$ cat src/hw/rtl/dlx_pkg.sv
`timescale 1ns / 1ps
// ----------------------------------------------------------------------------
// dlx_pkg
// Shared types, codes and DEFLATE base tables for the LZ77 symbol expander.
// ----------------------------------------------------------------------------
package dlx_pkg;

  localparam int MAX_LANE       = 8;
  localparam int SYM_EOB        = 256;
  localparam int SYM_LEN_FIRST  = 257;
  localparam int SYM_LEN_END    = 286;
  localparam int DIST_CODES     = 30;

  typedef enum logic [1:0] {
    ERR_NONE     = 2'd0,
    ERR_BAD_SYM  = 2'd1,
    ERR_BAD_DIST = 2'd2,
    ERR_TOO_FAR  = 2'd3
  } err_code_t;

  typedef enum logic [1:0] {
    KIND_LIT,
    KIND_EOB,
    KIND_BAD,
    KIND_MATCH
  } sym_kind_t;

  typedef enum logic [2:0] {
    ST_IDLE,
    ST_CHECK,
    ST_READ,
    ST_WRITE,
    ST_EMIT
  } state_t;

  typedef struct packed {
    logic accept;
    logic copy_start;
    logic emit_err;
    logic rd;
    logic wr;
    logic emit_word;
  } dlx_cmd_t;

  typedef struct packed {
    sym_kind_t kind;
    logic      check_fail;
    logic      fill_stop;
    logic      remaining_zero;
    logic      out_free;
  } dlx_stat_t;

  function automatic logic [8:0] len_start_lut(input logic [4:0] idx);
    logic [8:0] r;
    unique case (idx)
      5'd0:    r = 9'd3;
      5'd1:    r = 9'd4;
      5'd2:    r = 9'd5;
      5'd3:    r = 9'd6;
      5'd4:    r = 9'd7;
      5'd5:    r = 9'd8;
      5'd6:    r = 9'd9;
      5'd7:    r = 9'd10;
      5'd8:    r = 9'd11;
      5'd9:    r = 9'd13;
      5'd10:   r = 9'd15;
      5'd11:   r = 9'd17;
      5'd12:   r = 9'd19;
      5'd13:   r = 9'd23;
      5'd14:   r = 9'd27;
      5'd15:   r = 9'd31;
      5'd16:   r = 9'd35;
      5'd17:   r = 9'd43;
      5'd18:   r = 9'd51;
      5'd19:   r = 9'd59;
      5'd20:   r = 9'd67;
      5'd21:   r = 9'd83;
      5'd22:   r = 9'd99;
      5'd23:   r = 9'd115;
      5'd24:   r = 9'd131;
      5'd25:   r = 9'd163;
      5'd26:   r = 9'd195;
      5'd27:   r = 9'd227;
      5'd28:   r = 9'd258;
      default: r = 9'd0;
    endcase
    return r;
  endfunction

  function automatic logic [2:0] len_bits(input logic [4:0] idx);
    logic [2:0] r;
    if (idx >= 5'd28) begin
      r = 3'd0;
    end else if (idx < 5'd8) begin
      r = 3'd0;
    end else begin
      r = 3'(idx[4:2] - 3'd1);
    end
    return r;
  endfunction

  function automatic logic [15:0] dist_start_lut(input logic [4:0] code);
    logic [15:0] r;
    unique case (code)
      5'd0:    r = 16'd1;
      5'd1:    r = 16'd2;
      5'd2:    r = 16'd3;
      5'd3:    r = 16'd4;
      5'd4:    r = 16'd5;
      5'd5:    r = 16'd7;
      5'd6:    r = 16'd9;
      5'd7:    r = 16'd13;
      5'd8:    r = 16'd17;
      5'd9:    r = 16'd25;
      5'd10:   r = 16'd33;
      5'd11:   r = 16'd49;
      5'd12:   r = 16'd65;
      5'd13:   r = 16'd97;
      5'd14:   r = 16'd129;
      5'd15:   r = 16'd193;
      5'd16:   r = 16'd257;
      5'd17:   r = 16'd385;
      5'd18:   r = 16'd513;
      5'd19:   r = 16'd769;
      5'd20:   r = 16'd1025;
      5'd21:   r = 16'd1537;
      5'd22:   r = 16'd2049;
      5'd23:   r = 16'd3073;
      5'd24:   r = 16'd4097;
      5'd25:   r = 16'd6145;
      5'd26:   r = 16'd8193;
      5'd27:   r = 16'd12289;
      5'd28:   r = 16'd16385;
      5'd29:   r = 16'd24577;
      default: r = 16'd0;
    endcase
    return r;
  endfunction

  function automatic logic [3:0] dist_bits(input logic [4:0] code);
    logic [3:0] r;
    if (code < 5'd4 || code >= 5'd30) begin
      r = 4'd0;
    end else begin
      r = 4'(code[4:1] - 4'd1);
    end
    return r;
  endfunction

endpackage

$ cat src/hw/rtl/dlx_ctrl.sv
`timescale 1ns / 1ps
// ----------------------------------------------------------------------------
// dlx_ctrl
// Controller: sequences symbol intake, match check, byte copy and result emit.
// ----------------------------------------------------------------------------
module dlx_ctrl (
  input  logic               clk,
  input  logic               rst,
  input  logic               in_valid,
  output logic               in_ready,
  input  dlx_pkg::dlx_stat_t stat,
  output dlx_pkg::dlx_cmd_t  cmd
);
  import dlx_pkg::*;

  state_t state;
  state_t state_next;

  always_ff @(posedge clk) begin
    if (rst) begin
      state <= ST_IDLE;
    end else begin
      state <= state_next;
    end
  end

  always_comb begin
    state_next = state;
    cmd        = '0;
    in_ready   = 1'b0;
    unique case (state)
      ST_IDLE: begin
        in_ready = stat.out_free;
        if (in_valid && stat.out_free) begin
          cmd.accept = 1'b1;
          if (stat.kind == KIND_MATCH) begin
            state_next = ST_CHECK;
          end
        end
      end
      ST_CHECK: begin
        if (stat.check_fail) begin
          if (stat.out_free) begin
            cmd.emit_err = 1'b1;
            state_next   = ST_IDLE;
          end
        end else begin
          cmd.copy_start = 1'b1;
          state_next     = ST_READ;
        end
      end
      ST_READ: begin
        cmd.rd     = 1'b1;
        state_next = ST_WRITE;
      end
      ST_WRITE: begin
        cmd.wr     = 1'b1;
        state_next = stat.fill_stop ? ST_EMIT : ST_READ;
      end
      ST_EMIT: begin
        if (stat.out_free) begin
          cmd.emit_word = 1'b1;
          state_next    = stat.remaining_zero ? ST_IDLE : ST_READ;
        end
      end
      default: begin
        state_next = ST_IDLE;
      end
    endcase
  end

endmodule

$ cat config.mk
export PLATFORM = sky130hd
export DESIGN_NAME = dlx_ctrl
export DESIGN_NICKNAME = d
export VERILOG_FILES = /design/src/hw/rtl/dlx_pkg.sv /design/src/hw/rtl/dlx_ctrl.sv
export SDC_FILE = /design/constraint.sdc
export NUM_CORES = 1
export LEC_CHECK = 0
export BUFFER_PORTS_ARGS = -buffer_cell sky130_fd_sc_hd__buf_2
export CORE_AREA = 2 2 39 41
export DETAILED_ROUTE_END_ITERATION = 12
export DIE_AREA = 0 0 41 43
export GPL_ROUTABILITY_DRIVEN = 1
export PLACE_DENSITY = 0.5
export SYNTH_ARGS = -nofsm -noshare
export SYNTH_HDL_FRONTEND = slang
export SYNTH_SLANG_ARGS = --single-unit
$ cat constraint.sdc
create_clock -name clk -period 1.1 [get_ports clk]
set_input_delay 0.11 -clock clk [delete_from_list [all_inputs] [get_ports clk]]
set_output_delay 0.11 -clock clk [all_outputs]
set_load 0.05 [all_outputs]
==> qor.json <==
{
  "sta": {
    "grt_setup_unrepaired": "true",
    "slew_violations": 0,
    "clock_skew_ps": 1.99,
    "timing_hold_violations_final": 0,
    "final_min_period_over_clock_period": 1.20,
    "max_freq_ghz": 0.756,
    "setup_total_negative_slack_ps": -1630,
    "tightestPinTransition_ps": 273,
    "final_period_minus_worst_setup_slack_ps": 1320,
    "final_critical_path_setup_slack_ps": -223,
    "relSlewSlack": 0.817,
    "final-setup-viol-count": 9
  },
  "global_route": {
    "grt_use_total": 0.123,
    "grt_antenna_before_repair": 0,
    "grt_pass1_vias": 361,
    "grt_remaining_overflow": 0,
    "wire_length_of_the_first_global_routing_pass_mm": 1.45,
    "grt_max_degree": 12
  },
  "clock_network": {
    "path_clk_slew_ps": 40,
    "tritoncts": "yes",
    "ctsLongestPathBuffers": 2,
    "cts_root_buffer": "clkbuf_4",
    "cts_buffer_count": 3,
    "numClockSinks": 3,
    "worst_skew_pair.late_latency_ps": 240,
    "hold_buffers": 0,
    "ctsHtreeMaxLevel": 1
  },
  "power": {
    "internal-power_w": 0.000280,
    "powerDensity_nw_per_um2": 701,
    "power_frac_clock": 0.508,
    "netsw_w": 0.000120,
    "vdd.ir_drop.worst_mv": 0.359,
    "power.share.switching": 0.301,
    "p_total_w": 0.000400,
    "seqPwrFrac": 0.272,
    "power.share.combinational": 0.220,
    "cellLeakagePower_nw": 0.236
  },
  "place": {
    "post-place-ws_ps": -203,
    "placed_cell_area_um2": 407,
    "place_hpwl_um": 525,
    "gp_routability_congestion": 0.744,
    "place.port_buffers": 15
  },
  "critical_path": {
    "worst_setup_path_start_kind": "flop",
    "worst_ep_required_time_ps": 1220,
    "critical_path_peak_fanout": 7,
    "critPathKind": "reg -> reg",
    "timing.critical_path.to_type": "flop",
    "start_of_the_worst_register_to_register_path": "state[2]",
    "critPathArrivalTime_ps": 1440,
    "worst-r2r-setup-slack_ps": -220,
    "worst_r2r_endpoint": "state[0]",
    "r2r_cells": 4
  },
  "status": {
    "outcome": "finished with violations",
    "violated_checks": "negative setup slack"
  },
  "routing": {
    "iteration_0_drc_markers": 4,
    "drt_pass1_iterations": 2,
    "drc_errors": 0,
    "detail_route.wirelength_um": 895,
    "viasPerCell": 4.80,
    "routed_wire_length_per_instance_um": 12.6,
    "antenna_violating_nets_post_route": 0,
    "detailroute.via_count": 341
  },
  "die": {
    "fp.dieW_um": 41,
    "die_area_um2": 1760,
    "num_rows": 14,
    "placeableCoreArea_um2": 1380,
    "floorplan.io_pins": 16,
    "floorplan.initialDensity": 0.195,
    "die-height_um": 43
  },
  "final_layout": {
    "post-route-util": 0.412,
    "reg_top3": "state (3)",
    "largest_reg_flops": 3,
    "finish.instance_area_um2": 571,
    "top_register": "state",
    "drive_above_1_share": 0.782,
    "antenna_cells": 0,
    "area_growth_syn_to_layout_pct": 111,
    "final_net_count": 65
  },
  "synth": {
    "seq_area_frac_synth": 0.222,
    "ys_types": 20,
    "synth-edff-count": 0,
    "synth_area_um2": 270,
    "ys_warn_count": 0,
    "synth.ff_latch_count": 3,
    "postSynthAreaPerCell_um2": 8.72,
    "synth_flop_type": "dfxtp_1",
    "async_set_or_reset_register_ratio_after_synthesis": 0,
    "syn-instance-count": 31,
    "mappedNetlistNets": 40
  },
  "min_path": {
    "whs_endpoint": "state[2]",
    "hold_path.class": "in -> reg",
    "min_path_cells": 2,
    "worstHoldStart": "rst"
  },
  "flow_run": {
    "drv_cap": 0
  }
}
-- stage by stage --
stage	instances	hold WS [ps]
5_1_grt	71	82.1
6_report	71	86.5
2_1_floorplan	31	182
4_1_cts	71	78.2
3_5_place_dp	63	333
3_3_place_gp	63	334
-- power by group through the flow --
stage               Combinational, W  Sequential [W]  Clock, W
global placement           0.0000759        0.000116         0
detailed placement         0.0000759        0.000116         0
floorplan                  0.0000475        0.000114         0
CTS                        0.0000851        0.000108  0.000206
finish                     0.0000881        0.000109  0.000203
global route               0.0000935        0.000109  0.000221
-- worst max-delay path: stages (launching register included) --
cell	delay (ps)
dfxtp_4	370
buf_2	160
or3_1	390
a31oi_2	200
o21ai_1	90
-- layout by cell type (no fill, tap or decap) --
cell	instances
buf_2	10
buf_4	7
nor2_1	4
buf_8	4
nor4b_4	3
clkbuf_4	3
dfxtp_4	3
and2_4	2
buf_6	2
and2b_2	1
nor2b_4	1
and4_4	1
nor4bb_2	1
or3_1	1
a31oi_2	1
or4_1	1
nand4_1	1
o21ai_1	1
inv_1	1
o21ai_0	1
nand2_1	1
nor4b_2	1
a211oi_2	1
a2111oi_2	1
a31oi_4	1
clkbuf_1	1
-- cells in the mapped netlist (2+ instances only) --
| cell type | instances | share of area |
|---|---|---|
| nor2_1 | 4 | 0.056 |
| nor4b_1 | 3 | 0.097 |
| a31oi_1 | 2 | 0.046 |
| o21ai_0 | 2 | 0.037 |
| dfxtp_1 | 3 | 0.22 |
| and2_1 | 2 | 0.046 |
| buf_6 | 2 | 0.083 |
-- cells by family (layout without fill, tap and decap cells) --
logic type | after synthesis | count (layout) | synth area share
simple gates | 18 | 18 | 0.495
compound gates | 6 | 6 | 0.167
buf+inv | 4 | 28 | 0.116
flops | 3 | 3 | 0.222
-- how the worst max path moves through the flow --
stage                to     start  cells past startpoint
2_1_floorplan    cmd[5]  state[0]                      3
3_3_place_gp   state[1]  state[2]                      3
3_5_place_dp   state[1]  state[2]                      3
4_1_cts          cmd[5]  state[2]                      3
5_1_grt          cmd[5]  state[1]                      3
6_report       state[0]  state[2]                      4
-- area by class of cell --
cell class | instances | area [µm²]
well taps | 16 | 20.0
multi-input cells | 24 | 264
clock buffers | 4 | 26.3
inverters | 1 | 3.75
repair buffers | 23 | 185
flip-flops and latches | 3 | 71.3
fillers | 136 | 813
-- repair_timing --
item | in CTS | in global routing
resized for setup | 24 | 8
hold endpoints to repair | 0 | 0
pin swaps | 6 | 3
buffers inserted | 4 | 0
cloned | 0 | 0
endpoints found under the setup margin | 10 | 10
-- metal layers --
layer	track usage	up-vias	wire length, µm
met5	0	-	0
met4	0.100	0	0
met3	0.0157	0	37
met2	0.181	12	460
met1	0.150	164	396
li1	-	165	-
No activity file was read; power rests on OpenSTA's default activity.
